===== config.mk =====
export PLATFORM = sky130hd
export DESIGN_NAME = json_string_unescape
export DESIGN_NICKNAME = d
export VERILOG_FILES = /design/src/rtl/jsu_pkg.sv /design/src/rtl/json_string_unescape.sv
export SDC_FILE = /design/constraint.sdc
export NUM_CORES = 1
export LEC_CHECK = 0
export BUFFER_PORTS_ARGS = -buffer_cell sky130_fd_sc_hd__buf_2
export CORE_MARGIN = 3
export CORE_UTILIZATION = 55
export DETAILED_ROUTE_END_ITERATION = 8
export GPL_ROUTABILITY_DRIVEN = 0
export HOLD_SLACK_MARGIN = 0.03
export PLACE_DENSITY_LB_ADDON = 0.25
export SLEW_MARGIN = 20
export SYNTH_ARGS = -nofsm -noshare
export SYNTH_HDL_FRONTEND = slang
export SYNTH_SLANG_ARGS = --single-unit
export TNS_END_PERCENT = 50

===== constraint.sdc =====
create_clock -name clk_i -period 4.85 [get_ports clk_i]
set_input_delay 0.2425 -clock clk_i [delete_from_list [all_inputs] [get_ports clk_i]]
set_output_delay 0.2425 -clock clk_i [all_outputs]
set_load 0.05 [all_outputs]

===== src/rtl/jsu_pkg.sv =====
// Package for the JSON string unescaper: state, result and error codes,
// the result entry type and the character helpers.
// No dependencies.
`timescale 1ns / 1ps
`default_nettype none

package jsu_pkg;

  typedef enum logic [1:0] {
    MODE_IDLE = 2'd0,
    MODE_STR  = 2'd1,
    MODE_ESC  = 2'd2,
    MODE_HEX  = 2'd3
  } mode_e;

  typedef enum logic [1:0] {
    KIND_DATA = 2'd0,
    KIND_END  = 2'd1,
    KIND_ERR  = 2'd2
  } kind_e;

  typedef enum logic [2:0] {
    ERR_MISSING_QUOTE = 3'd0,
    ERR_UNTERM_ESCAPE = 3'd1,
    ERR_UNSUPPORTED   = 3'd2,
    ERR_BAD_UNICODE   = 3'd3,
    ERR_UNTERM_STRING = 3'd4
  } err_e;

  // One result entry as it sits in the output queue.
  typedef struct packed {
    kind_e      kind;
    logic [7:0] data;
    err_e       err;
    logic       last;
  } result_t;

  localparam int unsigned MaxResults = 3;
  localparam int unsigned QDepth     = 4;
  localparam int unsigned QPtrW      = $clog2(QDepth);
  localparam int unsigned QCntW      = $clog2(QDepth + 1);

  localparam logic [7:0] ChQuote     = 8'h22;
  localparam logic [7:0] ChBackslash = 8'h5C;
  localparam logic [7:0] ChSlash     = 8'h2F;
  localparam logic [7:0] ChSpace     = 8'h20;
  localparam logic [7:0] ChTab       = 8'h09;
  localparam logic [7:0] ChCr        = 8'h0D;
  localparam logic [7:0] ChLf        = 8'h0A;
  localparam logic [7:0] ChLowerB    = 8'h62;
  localparam logic [7:0] ChLowerF    = 8'h66;
  localparam logic [7:0] ChLowerN    = 8'h6E;
  localparam logic [7:0] ChLowerR    = 8'h72;
  localparam logic [7:0] ChLowerT    = 8'h74;
  localparam logic [7:0] ChLowerU    = 8'h75;

  // Bit 4 set means the byte is not a hex digit.
  function automatic logic [4:0] hex_value(input logic [7:0] c);
    logic [4:0] v;
    v = 5'h10;
    if (c >= 8'h30 && c <= 8'h39) begin
      v = {1'b0, c[3:0]};
    end else if ((c >= 8'h61 && c <= 8'h66) || (c >= 8'h41 && c <= 8'h46)) begin
      v = {1'b0, c[3:0] + 4'd9};
    end
    return v;
  endfunction

endpackage

`default_nettype wire


===== src/rtl/json_string_unescape.sv =====
// JSON string unescaper: decodes string literals byte by byte, with \u
// escapes expanded to UTF-8. Depends on jsu_pkg.
// Results of an accepted byte are registered into a four-entry output queue,
// behind any queued ones. Throughput: one input byte per cycle unless stalled;
// results leave one per cycle unless out_stall_i is high. A three-byte UTF-8
// burst holds in_stall_o high until the queue drains back to at most one entry.
// Reset (asynchronous, rst_ni low): idle awaiting an opening quote, queue empty.
`timescale 1ns / 1ps
`default_nettype none

module json_string_unescape (
  input  wire              clk_i,
  input  wire              rst_ni,
  input  wire              in_valid_i,
  output logic             in_stall_o,
  input  wire  [7:0]       in_byte_i,
  input  wire              at_end_i,
  output logic             out_valid_o,
  input  wire              out_stall_i,
  output logic [1:0]       result_kind_o,
  output logic [7:0]       out_byte_o,
  output logic [2:0]       error_code_o,
  output logic             last_o
);
  import jsu_pkg::*;

  mode_e       mode_q, mode_d;
  logic [1:0]  hex_count_q, hex_count_d;
  logic [15:0] code_value_q, code_value_d;

  result_t     queue_q [QDepth];
  logic [QPtrW-1:0] wr_ptr_q, rd_ptr_q;
  logic [QCntW-1:0] cnt_q;

  result_t     res [MaxResults];
  logic [1:0]  n_res;
  logic [4:0]  hex_d;
  logic [15:0] code_nxt;
  logic        in_acc, out_acc;

  // Enough room is kept for the largest burst one transaction can cause.
  assign in_stall_o  = (cnt_q > QCntW'(QDepth - MaxResults));
  assign in_acc      = in_valid_i && !in_stall_o;
  assign out_valid_o = (cnt_q != '0);
  assign out_acc     = out_valid_o && !out_stall_i;

  assign hex_d    = hex_value(in_byte_i);
  assign code_nxt = {code_value_q[11:0], hex_d[3:0]};

  always_comb begin
    mode_d       = mode_q;
    hex_count_d  = hex_count_q;
    code_value_d = code_value_q;
    n_res        = 2'd0;
    for (int i = 0; i < MaxResults; i++) begin
      res[i] = '{kind: KIND_DATA, data: 8'h00, err: ERR_MISSING_QUOTE, last: 1'b0};
    end

    case (mode_q)
      MODE_IDLE: begin
        if (at_end_i) begin
          res[0].kind = KIND_ERR;
          res[0].err  = ERR_MISSING_QUOTE;
          n_res       = 2'd1;
        end else if (in_byte_i inside {ChSpace, ChTab, ChCr, ChLf}) begin
          n_res = 2'd0;
        end else if (in_byte_i == ChQuote) begin
          mode_d = MODE_STR;
        end else begin
          res[0].kind = KIND_ERR;
          res[0].err  = ERR_MISSING_QUOTE;
          n_res       = 2'd1;
        end
      end
      MODE_STR: begin
        if (at_end_i) begin
          res[0].kind = KIND_ERR;
          res[0].err  = ERR_UNTERM_STRING;
          n_res       = 2'd1;
        end else if (in_byte_i == ChQuote) begin
          mode_d      = MODE_IDLE;
          res[0].kind = KIND_END;
          n_res       = 2'd1;
        end else if (in_byte_i == ChBackslash) begin
          mode_d = MODE_ESC;
        end else begin
          res[0].data = in_byte_i;
          n_res       = 2'd1;
        end
      end
      MODE_ESC: begin
        if (at_end_i) begin
          res[0].kind = KIND_ERR;
          res[0].err  = ERR_UNTERM_ESCAPE;
          n_res       = 2'd1;
        end else begin
          mode_d = MODE_STR;
          n_res  = 2'd1;
          case (in_byte_i)
            ChQuote, ChBackslash, ChSlash: res[0].data = in_byte_i;
            ChLowerB: res[0].data = 8'h08;
            ChLowerF: res[0].data = 8'h0C;
            ChLowerN: res[0].data = 8'h0A;
            ChLowerR: res[0].data = 8'h0D;
            ChLowerT: res[0].data = 8'h09;
            ChLowerU: begin
              mode_d       = MODE_HEX;
              hex_count_d  = 2'd0;
              code_value_d = 16'h0000;
              n_res        = 2'd0;
            end
            default: begin
              res[0].kind = KIND_ERR;
              res[0].err  = ERR_UNSUPPORTED;
            end
          endcase
        end
      end
      MODE_HEX: begin
        if (at_end_i || hex_d[4]) begin
          res[0].kind = KIND_ERR;
          res[0].err  = ERR_BAD_UNICODE;
          n_res       = 2'd1;
        end else if (hex_count_q == 2'd3) begin
          mode_d       = MODE_STR;
          hex_count_d  = 2'd0;
          code_value_d = 16'h0000;
          if (code_nxt[15:7] == '0) begin
            res[0].data = {1'b0, code_nxt[6:0]};
            n_res       = 2'd1;
          end else if (code_nxt[15:11] == '0) begin
            res[0].data = {3'b110, code_nxt[10:6]};
            res[1].data = {2'b10, code_nxt[5:0]};
            n_res       = 2'd2;
          end else begin
            res[0].data = {4'b1110, code_nxt[15:12]};
            res[1].data = {2'b10, code_nxt[11:6]};
            res[2].data = {2'b10, code_nxt[5:0]};
            n_res       = 2'd3;
          end
        end else begin
          code_value_d = code_nxt;
          hex_count_d  = hex_count_q + 2'd1;
        end
      end
      default: mode_d = MODE_IDLE;
    endcase

    // Every error drops the decoder back to idle with the escape state cleared.
    if (res[0].kind == KIND_ERR) begin
      mode_d       = MODE_IDLE;
      hex_count_d  = 2'd0;
      code_value_d = 16'h0000;
    end

    for (int i = 0; i < MaxResults; i++) begin
      res[i].last = (n_res == 2'(i + 1));
    end
  end

  always_ff @(posedge clk_i or negedge rst_ni) begin
    if (!rst_ni) begin
      mode_q       <= MODE_IDLE;
      hex_count_q  <= 2'd0;
      code_value_q <= 16'h0000;
    end else if (in_acc) begin
      mode_q       <= mode_d;
      hex_count_q  <= hex_count_d;
      code_value_q <= code_value_d;
    end
  end

  always_ff @(posedge clk_i or negedge rst_ni) begin
    if (!rst_ni) begin
      wr_ptr_q <= '0;
      rd_ptr_q <= '0;
      cnt_q    <= '0;
    end else begin
      if (in_acc) begin
        wr_ptr_q <= wr_ptr_q + QPtrW'(n_res);
      end
      if (out_acc) begin
        rd_ptr_q <= rd_ptr_q + QPtrW'(1);
      end
      cnt_q <= cnt_q + (in_acc ? QCntW'(n_res) : QCntW'(0)) - QCntW'(out_acc);
    end
  end

  always_ff @(posedge clk_i) begin
    if (in_acc) begin
      for (int i = 0; i < MaxResults; i++) begin
        if (2'(i) < n_res) begin
          queue_q[wr_ptr_q + QPtrW'(i)] <= res[i];
        end
      end
    end
  end

  assign result_kind_o = queue_q[rd_ptr_q].kind;
  assign out_byte_o    = queue_q[rd_ptr_q].data;
  assign error_code_o  = queue_q[rd_ptr_q].err;
  assign last_o        = queue_q[rd_ptr_q].last;

  a_queue_bound: assert property (@(posedge clk_i) disable iff (!rst_ni)
    cnt_q <= QCntW'(QDepth))
    else $error("output queue count exceeds its depth");

  a_no_overflow: assert property (@(posedge clk_i) disable iff (!rst_ni)
    in_acc |-> ({1'b0, cnt_q} + {{(QCntW-1){1'b0}}, n_res}) <= (QCntW + 1)'(QDepth))
    else $error("accepted transaction would overflow the output queue");

  a_err_to_idle: assert property (@(posedge clk_i) disable iff (!rst_ni)
    (in_acc && n_res != 2'd0 && res[0].kind == KIND_ERR) |=> mode_q == MODE_IDLE)
    else $error("decoder not idle after an error result");

  a_hex_count_clear: assert property (@(posedge clk_i) disable iff (!rst_ni)
    mode_q != MODE_HEX |-> (hex_count_q == 2'd0 && code_value_q == 16'h0000))
    else $error("hex digit state left over outside a unicode escape");

endmodule

`default_nettype wire


; Word-level counts from Yosys, hierarchy flattened
; Memories as Yosys holds them, arrays and structs flattened.
; Cells that the tools add are included.
[word_totals]
mem_bits_ro = 0
mem_bits_rw = 56
memories = 1
reg_bits = 23
inputBits = 13
latch_bits = 0
[mem_list]
columns = memory, words, width, read_ports, rd_clocked_by_memory_dff, write_ports, line_no
row1 = queue_q, 4, 14, 1, 0, 3, json_string_unescape.sv:31  ; result_t queue_q [QDepth];
[op_classes]
multipliers = 0
n_eq_ne = 30
shifts = 0
n_lt_le_gt_ge = 10
n_reduce_logical = 19
n_addsub = 8
n_div = 0
muxes = 83
bitwise = 0
[op_table]
columns = operator, count
row1 = two-way mux 8 bit, 16
row2 = two-way mux 2 bit, 32
row3 = two-way mux 12 bit, 5
row4 = equality test 8 x 7 -> 1 bit (second input constant), 7
row5 = case mux 8 bit (6 select lines), 1
row6 = equality test 8 x 4 -> 1 bit (second input constant), 3
row7 = equality test 8 x 6 -> 1 bit (second input constant), 3
row8 = case mux 12 bit (2 select lines), 1
row9 = case mux 2 bit (4 select lines), 3
row10 = case mux 8 bit (3 select lines), 1
row11 = inequality test 3 bit (second input constant), 7
row12 = two-way mux 1 bit, 17
row13 = greater-or-equal comparator 8 x 7 -> 1 bit (second input constant), 2
row14 = less-or-equal comparator 8 x 7 -> 1 bit (second input constant), 2
row15 = equality test 2 bit (second input constant), 6
row16 = two-way mux 6 bit, 2
row17 = case mux 3 bit (4 select lines), 1
row18 = two-way mux 5 bit, 2
row19 = zero test 9 bit, 1
row20 = AND reduction 9 bit, 1
row21 = OR reduction 9 bit, 1
row22 = greater-or-equal comparator 8 x 6 -> 1 bit (second input constant), 1
row23 = less-or-equal comparator 8 x 6 -> 1 bit (second input constant), 1
row24 = adder 2 x 1 -> 2 bit (second input constant), 3
row25 = 22 further kinds, 31

; Longest topological paths before layout
[depth]
depth_word = 12
mapped_depth = 16
ltp_nobuf = 14

; Worst setup path after synthesis
; OpenSTA, ideal clock, no wires.
[synth_timing]
path_kind = input to register
startpoint = in in_byte_i[1]
endpoint = reg cnt_q[2]
t_arrival_ps = 3239
path_slack_ps = 1488
required_ps = 4727
path_buffers = 2
cell_stages = 16
path_cell_list = inv_1 > ha_1 > o21bai_1 > a2111oi_1 > o2111a_1 > a211oi_2 > buf_2 > buf_2 > nand2_1 > ha_1 > inv_1 > ha_1 > inv_1 > fa_1 > xor2_1 > xnor2_1
[synth_between]
elab_chain_cells = 11
elab_cells_between_ends = 34
[synth_rtl]
columns = element, line_no
row1 = from (decl), json_string_unescape.sv:16  ; input wire [7:0] in_byte_i,
row2 = greater-or-equal comparator 8 x 7 -> 1 bit or less-or-equal comparator 8 x 7 -> 1 bit (tied branches), jsu_pkg.sv:63  ; end else if ((c >= 8'h61 && c <= 8'h66) || (c >= 8'h41 && c <= 8'h46)) begin
row3 = logical AND 1 bit, jsu_pkg.sv:63
row4 = logical OR 1 bit, jsu_pkg.sv:63
row5 = two-way mux 5 bit, jsu_pkg.sv:63
row6 = two-way mux 5 bit, jsu_pkg.sv:61  ; if (c >= 8'h30 && c <= 8'h39) begin
row7 = logical OR 1 bit, json_string_unescape.sv:120  ; if (at_end_i || hex_d[4]) begin
row8 = two-way mux 2 bit, json_string_unescape.sv:120
row9 = case mux 2 bit (4 select lines) (*), json_string_unescape.sv:59  ; case (mode_q)
row10 = two-way mux 2 bit (*), json_string_unescape.sv:185  ; cnt_q <= cnt_q + (in_acc ? QCntW'(n_res) : QCntW'(0)) - QCntW'(out_acc);
row11 = adder 3 x 2 -> 3 bit (*), json_string_unescape.sv:185
row12 = subtractor 3 x 1 -> 3 bit (*), json_string_unescape.sv:185
row13 = to (signal assigned), json_string_unescape.sv:185
row14 = to (decl), json_string_unescape.sv:33  ; logic [QCntW-1:0] cnt_q;
; Mark *: on every way between the ends. The rest lies on a longest branch, timed or not.
; A chain may end at the register's enable or synchronous reset.

; Final worst setup path
[layout_timing]
startpoint = reg mode_q[0]
endpoint = reg cnt_q[2]
[layout_between]
elab_chain_cells = 5
elab_cells_between_ends = 8
[layout_rtl]
columns = element, line_no
row1 = from (decl), json_string_unescape.sv:27  ; mode_e mode_q, mode_d;
row2 = from (signal assigned), json_string_unescape.sv:167  ; mode_q <= mode_d;
row3 = "equality test 2 bit, or another cell as far along", json_string_unescape.sv:59
row4 = case mux 2 bit (4 select lines) (*), json_string_unescape.sv:59
row5 = two-way mux 2 bit (*), json_string_unescape.sv:185
row6 = adder 3 x 2 -> 3 bit (*), json_string_unescape.sv:185
row7 = subtractor 3 x 1 -> 3 bit (*), json_string_unescape.sv:185
; Marks and branches as above.

==> impl_metrics.env <==
export IMPL_ys_flop_type="edfxtp_1"
export IMPL_die_area_mm2=0.01052
export IMPL_antennaDiodeCount=0
export IMPL_end_kind="register"
export IMPL_start_kind="register"
export IMPL_synthMuxAreaShare_pct=11.05
export IMPL_synth_compound_area_share_pct=20.69
export IMPL_start_util_pct=57.67
export IMPL_worst_pin_slew_ns=1.109
export IMPL_most_common_layout_cells="nor2_1 (59), nand2_1 (48), edfxtp_1 (32)"
export IMPL_ys_ff_latch=79
export IMPL_netSwitchingFraction_pct=37.21
export IMPL_post_route_period_util_pct=69.96
export IMPL_synthXorXnorAreaFrac_pct=1.196
export IMPL_ctsResizeCount=0
export IMPL_final_util_pct=61.27
export IMPL_portBuffers=28
export IMPL_pwr_share_seq_pct=43.1
export IMPL_yosys_area_share_simple_pct=18.57
export IMPL_report_final_slew_viol_count=0
export IMPL_rows=34
export IMPL_synth_nets=549
export IMPL_yosysUniqueCellTypes=85
export IMPL_synthesis_area_mm2=0.005127
export IMPL_max_slew_margin_rel_pct=25.16
export IMPL_synth_avg_cell_area_um2=9.860
export IMPL_skew_ns=0.007175
export IMPL_register_area_mm2=0.002017
export IMPL_dpl_cell_count=625
export IMPL_syn_inst=520
export IMPL_grt_ovfl_total=0
export IMPL_die_w_um=102.6
export IMPL_setup_tns_ns=0
export IMPL_worstRegToRegCells=15
export IMPL_final_common_cell="nor2_1"
export IMPL_path_max_fanout=27
export IMPL_cts_reportedPaths_clkPinSlew_ns=0.08
export IMPL_wl_per_cell_um=19.97
export IMPL_area_growth_pct=6.247
export IMPL_clkPwrFrac_pct=24.4
export IMPL_hold_depth=3
export IMPL_setup_violations=0
export IMPL_crit_family="adder cells"
export IMPL_fillers=744
export IMPL_die_h_um=102.6
export IMPL_dp_slack_ns=1.413
export IMPL_ant_nets=0
export IMPL_grt_use_total_pct=25.63
export IMPL_antenna_found_initial=0
export IMPL_routed_wl_um=12820
export IMPL_whs_ns=0.2031
export IMPL_grt_max_degree=28
export IMPL_synth_top_family_by_area="compound AO/OA/AOI/OAI gates"
export IMPL_htreeDepth=3
export IMPL_path_common_cell="inv_1"
export IMPL_power_density_mw_per_mm2=366.2
export IMPL_cts_buffers=9
export IMPL_cp_required_ns=5.10
export IMPL_drive_gt1_share_pct=16.29
export IMPL_hpwl_um=9488
export IMPL_grt_pass1_wl_um=20840
export IMPL_outcome="finished, final reports clean"
export IMPL_clock_root_buffer="clkbuf_8"
export IMPL_vias=4318
export IMPL_grt_pass1_vias=4024
export IMPL_multi_input_area_mm2=0.002849
export IMPL_path_cells="inv_1, ha_1, inv_1, a31oi_1, nor4_1, a211oi_2, buf_4, nand2_1, ha_1, inv_1, ha_1, inv_1, fa_1, xor2_1, xnor2_1"
export IMPL_coreArea_mm2=0.008891
export IMPL_drc=0
export IMPL_fin_crit_ns=3.393
export IMPL_p_comb_share_pct=32.4
export IMPL_worstSkewPairLatency_ns=0.36
export IMPL_cts_sinks=79
export IMPL_cp_depth=15
export IMPL_synth_edf_count=32
export IMPL_vias_per_cell=6.726
export IMPL_cts_tree="done"
export IMPL_nets=558
export IMPL_critPathMaxStageDelay_ns=0.43
export IMPL_path_class="register to register"
export IMPL_clk_path_buf_depth=2
export IMPL_hold_path_class="input pin to register"
export IMPL_synth_async_reset_ratio_pct=29.11
export IMPL_ios=29
export IMPL_p_int_mw=1.252
export IMPL_slowest_stage="dfrtp_1"
export IMPL_fmax_ghz=0.2947
export IMPL_yosys_warnings=0
export IMPL_yosysSeqAreaShare_pct=39.34
export IMPL_path_buf_inv=5
export IMPL_max_cap_violations=0
export IMPL_arrival_ns=3.64
export IMPL_synth_fa_ha_area_share_pct=4.051
export IMPL_final_cells=642
export IMPL_hold_violations=0
export IMPL_setup_ws_ns=1.457
export IMPL_power_switching_mw=0.7423
export IMPL_p_leak_nw=2.062
export IMPL_rsz0062_at_grt="false"
export IMPL_peakVddDrop_mv=0.4048
export IMPL_drt_iter0_markers=563
export IMPL_first_pass_iters=6
## area by class of cell
cell class,instances,area share [%]
timing repair buffer,32,3.170
sequential,79,37.02
multi-input combinational,388,52.30
inverter,19,1.309
clock buffer,13,3.353
clock inverter,3,0.3675
tap,108,2.480
## kinds of logic (layout without fill, tap and decap cells)
group / Yosys count / in the layout
xor+xnor: 7 / 7
simple gates: 187 / 187
compound gates: 139 / 139
flops: 79 / 79
mux: 39 / 39
fa+ha+maj: 16 / 16
buf+inv: 53 / 67
## cells in the mapped netlist (6+ instances only)
| cell type | number | area, µm² |
|---|---|---|
| and2_1 | 6 | 37.54 |
| dfxtp_1 | 24 | 480.5 |
| inv_1 | 19 | 71.32 |
| a31oi_1 | 7 | 43.79 |
| nor2_1 | 59 | 221.5 |
| clkbuf_1 | 12 | 45.04 |
| nand2_1 | 48 | 180.2 |
| o21ai_0 | 15 | 75.07 |
| nand2b_1 | 12 | 75.07 |
| buf_4 | 7 | 52.55 |
| nor3_1 | 15 | 75.07 |
| mux2i_1 | 24 | 240.2 |
| edfxtp_1 | 32 | 960.9 |
| a21oi_1 | 24 | 120.1 |
| buf_2 | 10 | 50.05 |
| a22o_1 | 13 | 113.9 |
| mux4_2 | 14 | 315.3 |
| dfrtp_1 | 23 | 575.6 |
| ha_1 | 15 | 187.7 |
| o211ai_1 | 10 | 75.07 |
## through the flow
step	cell area, µm²	total power [mW]
2_1_floorplan	5127	1.393
3_3_place_gp	5235	1.517
3_5_place_dp	5235	1.527
4_1_cts	5448	2.014
5_1_grt	5448	2.104
6_report	5448	1.995
## power groups by stage
stage | clock, mW | combinational (mW) | sequential [mW]
after floorplan | 0 | 0.583 | 0.811
after global placement | 0 | 0.637 | 0.880
after detailed placement | 0 | 0.646 | 0.881
after CTS | 0.497 | 0.651 | 0.867
after global routing | 0.524 | 0.702 | 0.878
final | 0.488 | 0.647 | 0.861
## final timing paths
check | start | end | slack [ns]
max in group asynchronous | rst_ni | code_value_q[4] | 4.13
worst max-delay path | mode_q[0] | cnt_q[2] | 1.46
worst max register to register | mode_q[0] | cnt_q[2] | 1.46
min in group asynchronous | rst_ni | cnt_q[2] | 0.37
worst min register to register | queue_q[2][13] | queue_q[2][13] | 0.50
worst min-delay path | out_stall_i | rd_ptr_q[0] | 0.20
## routing by layer
layer	up-vias	GRT usage (%)	share of wire [%]
met5	-	0	0
met4	0	7.366	2.8
li1	1982	-	-
met1	2061	36.78	43
met2	248	38.48	45
met3	27	6.698	9.8
## flip-flops by register name, summed over array words and instances (netlist names)
register,cells
queue_q,56
code_value_q,12
cnt_q,3
hex_count_q,2
mode_q,2
rd_ptr_q,2
wr_ptr_q,2
## tightest hold or removal path, stage by stage
cell and delay [ns]:
buf_2 0.07, nor2b_1 0.07, xor2_1 0.13
## what timing repair did
item / 4_1_cts / 5_1_grt
hold buffers: 1 / 0
setup buffers: 0 / 0
hold endpoints to repair: 23 / 0
No activity file was read; power rests on OpenSTA's default activity.
